## src/design/assert_macros.svh

```systemverilog
// Assertion macros shared by the converter RTL.
`ifndef ASSERT_MACROS_SVH
`define ASSERT_MACROS_SVH

// Clocked property check, disabled while reset is asserted.
`define ASSERT_CLK(lbl, prop, msg) \
  lbl: assert property (@(posedge clk) disable iff (!rst_n) prop) else $error(msg);

// Condition that must never be true at a clock edge.
`define ASSERT_NEVER(lbl, cond, msg) \
  `ASSERT_CLK(lbl, !(cond), msg)

`endif

```

## src/design/itp_pkg.sv

```systemverilog
// Shared types, constants and helpers for the infix-to-postfix converter.
`timescale 1ns / 1ps

package itp_pkg;

  localparam int STACK_DEPTH = 32;
  localparam int ADDR_W      = $clog2(STACK_DEPTH);
  localparam int CNT_W       = $clog2(STACK_DEPTH + 1);
  localparam int SYM_W       = 8;

  localparam logic [SYM_W-1:0] CH_OPEN  = 8'h28;
  localparam logic [SYM_W-1:0] CH_CLOSE = 8'h29;
  localparam logic [SYM_W-1:0] CH_STAR  = 8'h2A;
  localparam logic [SYM_W-1:0] CH_PLUS  = 8'h2B;
  localparam logic [SYM_W-1:0] CH_MINUS = 8'h2D;
  localparam logic [SYM_W-1:0] CH_SLASH = 8'h2F;

  typedef enum logic [1:0] {
    ST_OK              = 2'd0,
    ST_OVERFLOW        = 2'd1,
    ST_UNMATCHED_CLOSE = 2'd2,
    ST_UNMATCHED_OPEN  = 2'd3
  } status_t;

  typedef enum logic [2:0] {
    CLS_FLUSH,
    CLS_OPEN,
    CLS_CLOSE,
    CLS_OP,
    CLS_OTHER
  } cls_t;

  typedef enum logic [2:0] {
    S_IDLE,
    S_READ,
    S_EVAL,
    S_TAIL,
    S_FINISH
  } state_t;

  typedef struct packed {
    logic [SYM_W-1:0] sym;
    logic             has;
    logic             done;
    status_t          status;
  } res_t;

  typedef struct packed {
    logic direct;
    logic push;
    logic finish;
    res_t res;
  } emit_req_t;

  typedef struct packed {
    logic room;
    logic slot_free;
  } emit_stat_t;

  function automatic logic [1:0] prec_of(input logic [SYM_W-1:0] c);
    logic [1:0] p;
    p = 2'd0;
    if (c == CH_PLUS || c == CH_MINUS) p = 2'd1;
    else if (c == CH_STAR || c == CH_SLASH) p = 2'd2;
    return p;
  endfunction

  function automatic cls_t classify(input logic [SYM_W-1:0] c, input logic eoe);
    cls_t k;
    if (eoe) k = CLS_FLUSH;
    else if (c == CH_OPEN) k = CLS_OPEN;
    else if (c == CH_CLOSE) k = CLS_CLOSE;
    else if (prec_of(c) != 2'd0) k = CLS_OP;
    else k = CLS_OTHER;
    return k;
  endfunction

endpackage

```

## src/design/itp_stack_ram.sv

```systemverilog
// Single-port-write, registered-read RAM holding the operator stack.
`timescale 1ns / 1ps

module itp_stack_ram #(
  parameter int DEPTH = 32,
  parameter int WIDTH = 8,
  localparam int AW   = $clog2(DEPTH)
) (
  input  logic             clk,
  input  logic             we,
  input  logic [AW-1:0]    waddr,
  input  logic [WIDTH-1:0] wdata,
  input  logic             re,
  input  logic [AW-1:0]    raddr,
  output logic [WIDTH-1:0] rdata
);

  logic [WIDTH-1:0] mem [DEPTH];
  logic [WIDTH-1:0] rdata_r;

  always_ff @(posedge clk) begin
    if (we) begin
      mem[waddr] <= wdata;
    end
  end

  always_ff @(posedge clk) begin
    if (re) begin
      rdata_r <= mem[raddr];
    end
  end

  assign rdata = rdata_r;

endmodule

```

## src/design/itp_emit.sv

```systemverilog
// Result staging: one pending beat plus the output register, sets the last flag.
`timescale 1ns / 1ps

module itp_emit import itp_pkg::*; (
  input  logic             clk,
  input  logic             rst_n,
  input  emit_req_t        req,
  output emit_stat_t       stat,
  output logic             out_valid,
  input  logic             out_stall,
  output logic [SYM_W-1:0] out_symbol,
  output logic             out_has_symbol,
  output logic             out_last,
  output logic             out_expression_done,
  output logic [1:0]       out_status
);

  logic out_valid_r;
  logic pend_valid_r;
  res_t out_res_r;
  logic out_last_r;
  res_t pend_res_r;
  logic slot_free;
  logic load_out;

  assign slot_free = !out_valid_r || !out_stall;
  assign load_out  = req.direct || ((req.push || req.finish) && pend_valid_r);

  always_ff @(posedge clk) begin
    if (!rst_n) begin
      out_valid_r  <= 1'b0;
      pend_valid_r <= 1'b0;
    end else begin
      out_valid_r  <= load_out || (out_valid_r && out_stall);
      pend_valid_r <= req.push || (pend_valid_r && !req.finish);
    end
  end

  always_ff @(posedge clk) begin
    if (load_out) begin
      out_res_r  <= req.direct ? req.res : pend_res_r;
      out_last_r <= req.direct || req.finish;
    end
    if (req.push) begin
      pend_res_r <= req.res;
    end
  end

  assign stat.slot_free = slot_free;
  assign stat.room      = !pend_valid_r || slot_free;

  assign out_valid           = out_valid_r;
  assign out_symbol          = out_res_r.sym;
  assign out_has_symbol      = out_res_r.has;
  assign out_last            = out_last_r;
  assign out_expression_done = out_res_r.done;
  assign out_status          = out_res_r.status;

endmodule

```

## src/design/itp_ctrl.sv

```systemverilog
// Sequencer: classifies beats, walks the stack RAM and requests results.
`timescale 1ns / 1ps

module itp_ctrl import itp_pkg::*; (
  input  logic              clk,
  input  logic              rst_n,
  input  logic              in_valid,
  output logic              in_stall,
  input  logic [SYM_W-1:0]  in_symbol,
  input  logic              in_end_of_expression,
  output logic              ram_we,
  output logic [ADDR_W-1:0] ram_waddr,
  output logic [SYM_W-1:0]  ram_wdata,
  output logic              ram_re,
  output logic [ADDR_W-1:0] ram_raddr,
  input  logic [SYM_W-1:0]  ram_rdata,
  output emit_req_t         req,
  input  emit_stat_t        stat
);

  state_t           state_r, state_nxt;
  logic [CNT_W-1:0] cnt_r, cnt_nxt;
  logic [SYM_W-1:0] sym_r, sym_nxt;
  cls_t             cls_r, cls_nxt;
  logic             open_left_r, open_left_nxt;
  res_t             tail_r, tail_nxt;

  logic [CNT_W-1:0] cnt_m1;
  logic             empty;
  logic             full;
  logic             last_pop;
  cls_t             cls_in;
  logic             in_accept;
  logic [1:0]       top_prec;
  logic [1:0]       sym_prec;
  logic             top_is_open;
  logic             tp_gt;
  logic             tp_eq;
  logic             eval_emits;
  logic             hold;
  res_t             top_res;

  assign cnt_m1      = cnt_r - CNT_W'(1);
  assign empty       = (cnt_r == '0);
  assign full        = (cnt_r == CNT_W'(STACK_DEPTH));
  assign last_pop    = (cnt_m1 == '0);
  assign cls_in      = classify(in_symbol, in_end_of_expression);
  assign in_stall    = !((state_r == S_IDLE) && stat.slot_free);
  assign in_accept   = in_valid && !in_stall;
  assign top_prec    = prec_of(ram_rdata);
  assign sym_prec    = prec_of(sym_r);
  assign top_is_open = (ram_rdata == CH_OPEN);
  assign tp_gt       = (top_prec > sym_prec);
  assign tp_eq       = (top_prec == sym_prec);
  assign top_res     = '{sym: ram_rdata, has: 1'b1, done: 1'b0, status: ST_OK};

  always_comb begin
    case (cls_r)
      CLS_FLUSH, CLS_CLOSE: eval_emits = !top_is_open;
      CLS_OP:               eval_emits = tp_gt || tp_eq;
      default:              eval_emits = 1'b0;
    endcase
  end

  assign hold = eval_emits && !stat.room;

  // RAM reads happen only in S_READ and writes never there, so no overlap.
  always_comb begin
    state_nxt = state_r;
    case (state_r)
      S_IDLE: begin
        if (in_accept) begin
          case (cls_in)
            CLS_FLUSH, CLS_CLOSE, CLS_OP: if (!empty) state_nxt = S_READ;
            default: state_nxt = S_IDLE;
          endcase
        end
      end
      S_READ: state_nxt = S_EVAL;
      S_EVAL: begin
        if (!hold) begin
          case (cls_r)
            CLS_FLUSH: state_nxt = last_pop ? S_TAIL : S_READ;
            CLS_CLOSE: begin
              if (top_is_open) state_nxt = S_FINISH;
              else state_nxt = last_pop ? S_TAIL : S_READ;
            end
            CLS_OP: begin
              if (tp_gt) state_nxt = last_pop ? S_FINISH : S_READ;
              else if (tp_eq) state_nxt = S_FINISH;
              else state_nxt = full ? S_TAIL : S_FINISH;
            end
            default: state_nxt = S_FINISH;
          endcase
        end
      end
      S_TAIL:   if (stat.room) state_nxt = S_FINISH;
      S_FINISH: if (stat.room) state_nxt = S_IDLE;
      default:  state_nxt = S_IDLE;
    endcase
  end

  always_comb begin
    cnt_nxt       = cnt_r;
    sym_nxt       = sym_r;
    cls_nxt       = cls_r;
    open_left_nxt = open_left_r;
    tail_nxt      = tail_r;
    ram_we        = 1'b0;
    ram_waddr     = cnt_r[ADDR_W-1:0];
    ram_wdata     = sym_r;
    ram_re        = (state_r == S_READ);
    ram_raddr     = cnt_m1[ADDR_W-1:0];
    req           = '0;
    req.res       = top_res;
    case (state_r)
      S_IDLE: begin
        if (in_accept) begin
          sym_nxt       = in_symbol;
          cls_nxt       = cls_in;
          open_left_nxt = 1'b0;
          ram_wdata     = in_symbol;
          case (cls_in)
            CLS_FLUSH: begin
              if (empty) begin
                req.direct = 1'b1;
                req.res    = '{sym: '0, has: 1'b0, done: 1'b1, status: ST_OK};
              end
            end
            CLS_OPEN: begin
              if (full) begin
                req.direct = 1'b1;
                req.res    = '{sym: '0, has: 1'b0, done: 1'b0, status: ST_OVERFLOW};
              end else begin
                ram_we  = 1'b1;
                cnt_nxt = cnt_r + CNT_W'(1);
              end
            end
            CLS_CLOSE: begin
              if (empty) begin
                req.direct = 1'b1;
                req.res    = '{sym: '0, has: 1'b0, done: 1'b0, status: ST_UNMATCHED_CLOSE};
              end
            end
            CLS_OP: begin
              if (empty) begin
                ram_we  = 1'b1;
                cnt_nxt = cnt_r + CNT_W'(1);
              end
            end
            default: begin
              req.direct = 1'b1;
              req.res    = '{sym: in_symbol, has: 1'b1, done: 1'b0, status: ST_OK};
            end
          endcase
        end
      end
      S_EVAL: begin
        if (!hold) begin
          case (cls_r)
            CLS_FLUSH: begin
              cnt_nxt = cnt_m1;
              if (top_is_open) open_left_nxt = 1'b1;
              else req.push = 1'b1;
              tail_nxt = '{sym: '0, has: 1'b0, done: 1'b1,
                           status: (open_left_r || top_is_open) ? ST_UNMATCHED_OPEN : ST_OK};
            end
            CLS_CLOSE: begin
              cnt_nxt  = cnt_m1;
              req.push = !top_is_open;
              tail_nxt = '{sym: '0, has: 1'b0, done: 1'b0, status: ST_UNMATCHED_CLOSE};
            end
            CLS_OP: begin
              tail_nxt = '{sym: '0, has: 1'b0, done: 1'b0, status: ST_OVERFLOW};
              if (tp_gt || tp_eq) begin
                req.push = 1'b1;
                if (tp_eq || last_pop) begin
                  // pop and push in place: top slot takes the new operator
                  ram_we    = 1'b1;
                  ram_waddr = cnt_m1[ADDR_W-1:0];
                end else begin
                  cnt_nxt = cnt_m1;
                end
              end else if (!full) begin
                ram_we  = 1'b1;
                cnt_nxt = cnt_r + CNT_W'(1);
              end
            end
            default: cnt_nxt = cnt_r;
          endcase
        end
      end
      S_TAIL: begin
        if (stat.room) begin
          req.push = 1'b1;
          req.res  = tail_r;
        end
      end
      S_FINISH: req.finish = stat.room;
      default: req = '0;
    endcase
  end

  always_ff @(posedge clk) begin
    if (!rst_n) begin
      state_r <= S_IDLE;
      cnt_r   <= '0;
    end else begin
      state_r <= state_nxt;
      cnt_r   <= cnt_nxt;
    end
  end

  always_ff @(posedge clk) begin
    sym_r       <= sym_nxt;
    cls_r       <= cls_nxt;
    open_left_r <= open_left_nxt;
    tail_r      <= tail_nxt;
  end

endmodule

```

## src/design/infix_to_postfix_converter_top.sv

```systemverilog
// Shunting-yard infix-to-postfix converter, top level.
// Input channel: one infix character per beat (in_symbol), or an end beat
//   (in_end_of_expression) that flushes the operator stack.
// Output channel: postfix characters and status beats; out_last marks the
//   final beat caused by an input beat, out_expression_done the end of a flush.
// Both channels: a beat moves when valid is high and stall is low.
// Sequencing: a beat answered without a stack read (pass-through,
//   '(' push or overflow, operator onto an empty stack, close or end on an
//   empty stack) is handled while idle; its result, if any, appears the next
//   cycle and the next beat can be taken then, so operands flow at one per
//   cycle while the receiver does not stall. Any other beat reads the stack
//   top first, each read through a RAM read state then an evaluate state; a
//   trailing status beat adds a tail state, then a finish state releases the
//   last result and lets the next beat in. The stack RAM's single read port
//   sets the pop rate. Input is taken only while the sequencer is idle and
//   the output register is free or being drained; a stalled receiver holds
//   the output register and back-pressures the input.
// Reset (rst_n, synchronous, active low) empties the stack and drops any
//   pending output; stack RAM contents are not cleared.
`timescale 1ns / 1ps

module infix_to_postfix_converter_top import itp_pkg::*; (
  input  logic             clk,
  input  logic             rst_n,
  input  logic             in_valid,
  output logic             in_stall,
  input  logic [SYM_W-1:0] in_symbol,
  input  logic             in_end_of_expression,
  output logic             out_valid,
  input  logic             out_stall,
  output logic [SYM_W-1:0] out_symbol,
  output logic             out_has_symbol,
  output logic             out_last,
  output logic             out_expression_done,
  output logic [1:0]       out_status
);

  `include "assert_macros.svh"

  logic              ram_we;
  logic [ADDR_W-1:0] ram_waddr;
  logic [SYM_W-1:0]  ram_wdata;
  logic              ram_re;
  logic [ADDR_W-1:0] ram_raddr;
  logic [SYM_W-1:0]  ram_rdata;
  emit_req_t         req;
  emit_stat_t        stat;

  itp_stack_ram #(
    .DEPTH(STACK_DEPTH),
    .WIDTH(SYM_W)
  ) u_ram (
    .clk  (clk),
    .we   (ram_we),
    .waddr(ram_waddr),
    .wdata(ram_wdata),
    .re   (ram_re),
    .raddr(ram_raddr),
    .rdata(ram_rdata)
  );

  itp_ctrl u_ctrl (
    .clk                 (clk),
    .rst_n               (rst_n),
    .in_valid            (in_valid),
    .in_stall            (in_stall),
    .in_symbol           (in_symbol),
    .in_end_of_expression(in_end_of_expression),
    .ram_we              (ram_we),
    .ram_waddr           (ram_waddr),
    .ram_wdata           (ram_wdata),
    .ram_re              (ram_re),
    .ram_raddr           (ram_raddr),
    .ram_rdata           (ram_rdata),
    .req                 (req),
    .stat                (stat)
  );

  itp_emit u_emit (
    .clk                (clk),
    .rst_n              (rst_n),
    .req                (req),
    .stat               (stat),
    .out_valid          (out_valid),
    .out_stall          (out_stall),
    .out_symbol         (out_symbol),
    .out_has_symbol     (out_has_symbol),
    .out_last           (out_last),
    .out_expression_done(out_expression_done),
    .out_status         (out_status)
  );

  `ASSERT_NEVER(a_ram_rw_overlap, ram_we && ram_re, "stack RAM read and write in one cycle")
  `ASSERT_NEVER(a_push_no_room, (req.push || req.finish) && !stat.room, "result beat lost")
  `ASSERT_NEVER(a_direct_busy, req.direct && !stat.slot_free, "output register overwritten")
  `ASSERT_CLK(a_done_is_last, out_valid && out_expression_done |-> out_last, "done beat not last")

endmodule
```

## config.mk

```make
export PLATFORM = sky130hd
export DESIGN_NAME = infix_to_postfix_converter_top
export DESIGN_NICKNAME = d
export VERILOG_FILES = /design/src/design/itp_pkg.sv /design/src/design/itp_stack_ram.sv /design/src/design/itp_emit.sv /design/src/design/itp_ctrl.sv /design/src/design/infix_to_postfix_converter_top.sv
export VERILOG_INCLUDE_DIRS = /design/src /design/src/design
export SDC_FILE = /design/constraint.sdc
export NUM_CORES = 1
export LEC_CHECK = 0
export BUFFER_PORTS_ARGS = -buffer_cell sky130_fd_sc_hd__buf_2
export CAP_MARGIN = 20
export CORE_ASPECT_RATIO = 1.75
export CORE_MARGIN = 3
export CORE_UTILIZATION = 40
export DETAILED_ROUTE_END_ITERATION = 7
export GPL_ROUTABILITY_DRIVEN = 0
export PLACE_DENSITY = 0.61
export SLEW_MARGIN = 20
export SYNTH_ARGS = -nofsm -noshare
export SYNTH_HDL_FRONTEND = slang
export SYNTH_SLANG_ARGS = --single-unit
```

## constraint.sdc

```tcl
create_clock -name clk -period 12.7 [get_ports clk]
set_clock_uncertainty 0.2 [all_clocks]
set_input_delay 1.27 -clock clk [delete_from_list [all_inputs] [get_ports clk]]
set_output_delay 1.27 -clock clk [all_outputs]
set_load 0.005 [all_outputs]
```

==> metrics.txt <==
Final setup viols=0; post-CTS sizing=0; placed cell areas=14000 µm²; count of input and output buffers=27; class of the worst hold path=reg2reg; remaining global-route overflow=0; max frequency=207 MHz; Initial Util=41.0%; worst-skew pair later-pin latency=0.54 ns; post-DR vias/cell=5.88; first-pass GRT wire length=46.8 mm; core region area=32500 µm²; Comb pwr share=9.2%; FILL cells=2752; net switching power=0.496 mW; initial antenna violation count=0; met1 Resource Use GR=19.8%; drt pass-1 iters=5; Most Crowded Layer GR=met2; Yosys top cell by area=edfxtp_1; post-CTS repair timing setup buffer count=0; Synth Flop Type=edfxtp_1; Fin. Hold Viols=0; yosys warns=0; CTS Hold Bufs=0; layout cells sized above 1=22.5%; Synth area leaders=edfxtp_1 (67%), mux4_2 (14%), dfxtp_1 (2.9%); die area=35700 µm²; CP startpoint=u_ram.rdata[4]$_DFFE_PN_; Tot GR Track Use=17.6%; Total Wirelength=30.5 mm; vias in the first global route=7372; final net count=821; Setup CP Type=reg2reg; count of cell types in the netlist=68; DRC errors left=0; Final TNS setup=0 ns; pre-CTS setup slack=7.81 ns; total CTS buffers=26; DR vias=7180; dpl hpwl=20.6 mm; Worst Path Arrival=4.78 ns; total clock sinks=315; clock power share=36.2%; H-Tree Depth=1; Die Wd=144 µm; Die Ht=248 µm; Worst Slack Setup Final=7.88 ns; Net Count, Synth=793; sequential share of power=54.6%; Post-synth EDFFs=296; hold path start=u_emit.pend_res_r[3]$_DFFE_PP_; CTS max path bufs=3; met2 Usage GRT=33.1%; Root Buffer=clkbuf_16; critical path endpoint category=flop; outcome=finished, final reports clean; Seq/Total Area, Yosys=69.5%; power density over cell area=149 nW/µm²; I/O pin count=28; met3 Resource Use GR=1.83%; First DRT Iteration DRCs=536; post-DR wirelength/cell=25.0 µm; Seq cells post-synth=315; Worst R2R Start=u_ram.rdata[4]$_DFFE_PN_; CP required=12.65 ns; final core utilization=45.5%; Cells after Synth=775; max-slew violation count=0; type of origin of the critical path=flop; CTS tree=yes; maxcap violations=0; row cnt=87; maximum vdd drop=0.0904 mV; final instance area=14800 µm²; Slew headroom=21.1%; Mean Syn Cell Area=17.2 µm²; largest net degree at the start of global routing=61; fin crit share=38.0%; Worst Tran Pin Value=1.18 ns; Cell Area, Synth=13300 µm²; minimum clock period=4.82 ns; worst-path maximum fanout=11; Net Sw Frac=22.5%; Int Pwr=1.71 mW; antenna viol nets, final=0; Synth top area share=66.6%; area grow syn2layout=10.9%; CTS clock-pin slew for the worst setup and hold paths=0.07 ns; static leakage=4.63 nW; RSZ-0062 raised after global routing=false; async set-reset flop share out of synthesis=0%; diode count=0
## worst max-delay path: stages (launching register included)
cell      delay [ns]
edfxtp_1        0.38
nand2b_1        0.19
nor4b_1         0.34
nand3_1         0.21
ha_1            0.33
nand2b_1        0.14
a21oi_1         0.15
nor3_1          0.93
and4_1          0.31
a31oi_1         0.20
nor3_1          1.05
## worst paths after layout
kind / endpoint / slack [ns] / cells past startpoint
setup / recovery: u_ram.mem[25][5]$_DFFE_PP_ / 7.88 / 10
hold / removal: u_emit.out_has_symbol$_DFFE_PP_ / 0.33 / 1
setup reg to reg: u_ram.mem[25][5]$_DFFE_PP_ / 7.88 / 10
hold reg to reg: u_emit.out_has_symbol$_DFFE_PP_ / 0.33 / 1
## cells in the mapped netlist (2+ instances only)
| cell type | instances |
|---|---|
| edfxtp_1 | 296 |
| mux4_2 | 80 |
| nand2_1 | 49 |
| nor2_1 | 41 |
| clkbuf_1 | 37 |
| a21oi_1 | 23 |
| dfxtp_1 | 19 |
| a22o_1 | 16 |
| nand3_1 | 14 |
| nor3_1 | 14 |
| o21ai_0 | 14 |
| nor4_1 | 10 |
| a21o_1 | 9 |
| inv_1 | 9 |
| nor4b_1 | 9 |
| a211oi_1 | 8 |
| mux2_2 | 8 |
| a31oi_1 | 7 |
| nand2b_1 | 7 |
| o22ai_1 | 7 |
| nor2b_1 | 6 |
| and3_1 | 5 |
| ha_1 | 5 |
| a32o_1 | 4 |
| buf_2 | 4 |
| nand3b_1 | 4 |
| o211ai_1 | 4 |
| xnor2_1 | 4 |
| a21boi_0 | 3 |
| and2_1 | 3 |
| mux2i_1 | 3 |
| o311ai_0 | 3 |
| or3_1 | 3 |
| or3b_2 | 3 |
| a22oi_1 | 2 |
| a311oi_1 | 2 |
| a31o_1 | 2 |
| and4_1 | 2 |
| buf_1 | 2 |
| o21a_1 | 2 |
| o31ai_1 | 2 |
| or2_2 | 2 |
| or4_1 | 2 |
| xor2_1 | 2 |
## registers in the layout, summed over array words and instances, names as in the netlist, 2 cells and up
name	count
u_ctrl.state_r	3
u_ram.rdata	8
u_ctrl.cls_r	3
u_emit.pend_res_r	12
u_emit.out_symbol	8
u_ram.mem	256
u_ctrl.cnt_r	6
u_ctrl.tail_r	3
u_ctrl.sym_r	8
u_emit.out_status	2
## through the flow
stage	cells	hold WS [ns]	power, mW
floorplan	775	0.295	1.35
global placement	1175	0.304	1.43
detailed placement	1175	0.313	1.43
CTS	1221	0.329	2.23
global route	1221	0.349	2.28
finish	1221	0.327	2.20
## routing by layer
metal / routed length, µm / vias to the layer above
li1: - / 3222
met1: 11200 / 3703
met2: 17100 / 191
met3: 991 / 64
met4: 1250 / 0
met5: 0 / -
## power groups by stage
stage	clock, mW	sequential [mW]	combinational [mW]
after floorplan	0	1.22	0.125
after detailed placement	0	1.23	0.207
after global routing	0.854	1.20	0.221
after global placement	0	1.23	0.202
after CTS	0.818	1.20	0.206
final	0.798	1.20	0.202
## placed cells by master, fill, tap and decap left out, types with 14 or more instances in the layout
cell	n
buf_4	18
nand2_1	47
nand3_1	14
buf_2	27
clkbuf_16	27
dfxtp_1	18
edfxtp_1	296
a21oi_1	23
nor2_1	40
mux4_2	80
a22o_1	16
## cells by family after synthesis
kind of cell	count (synthesis)	share of synthesized area [%]
XOR/XNOR	7	0.516
AND/OR/NAND/NOR	180	6.99
AO/OA/AOI/OAI	122	6.51
buffers and inverters	55	1.67
adder cells (fa/ha/maj)	5	0.469
flip-flops	315	69.5
multiplexers	91	14.4
## area by class of cell
| cell class | instances | area (µm²) | share of cell area (%) |
|---|---|---|---|
| inverter | 10 | 37.5 | 0.254 |
| multi-input combinational | 405 | 3890 | 26.3 |
| clock buffer | 33 | 698 | 4.72 |
| timing repair buffer | 45 | 270 | 1.83 |
| clock inverter | 13 | 133 | 0.896 |
| sequential | 315 | 9270 | 62.7 |
| tap | 400 | 500 | 3.38 |
Power figures use the tool's default switching activity.
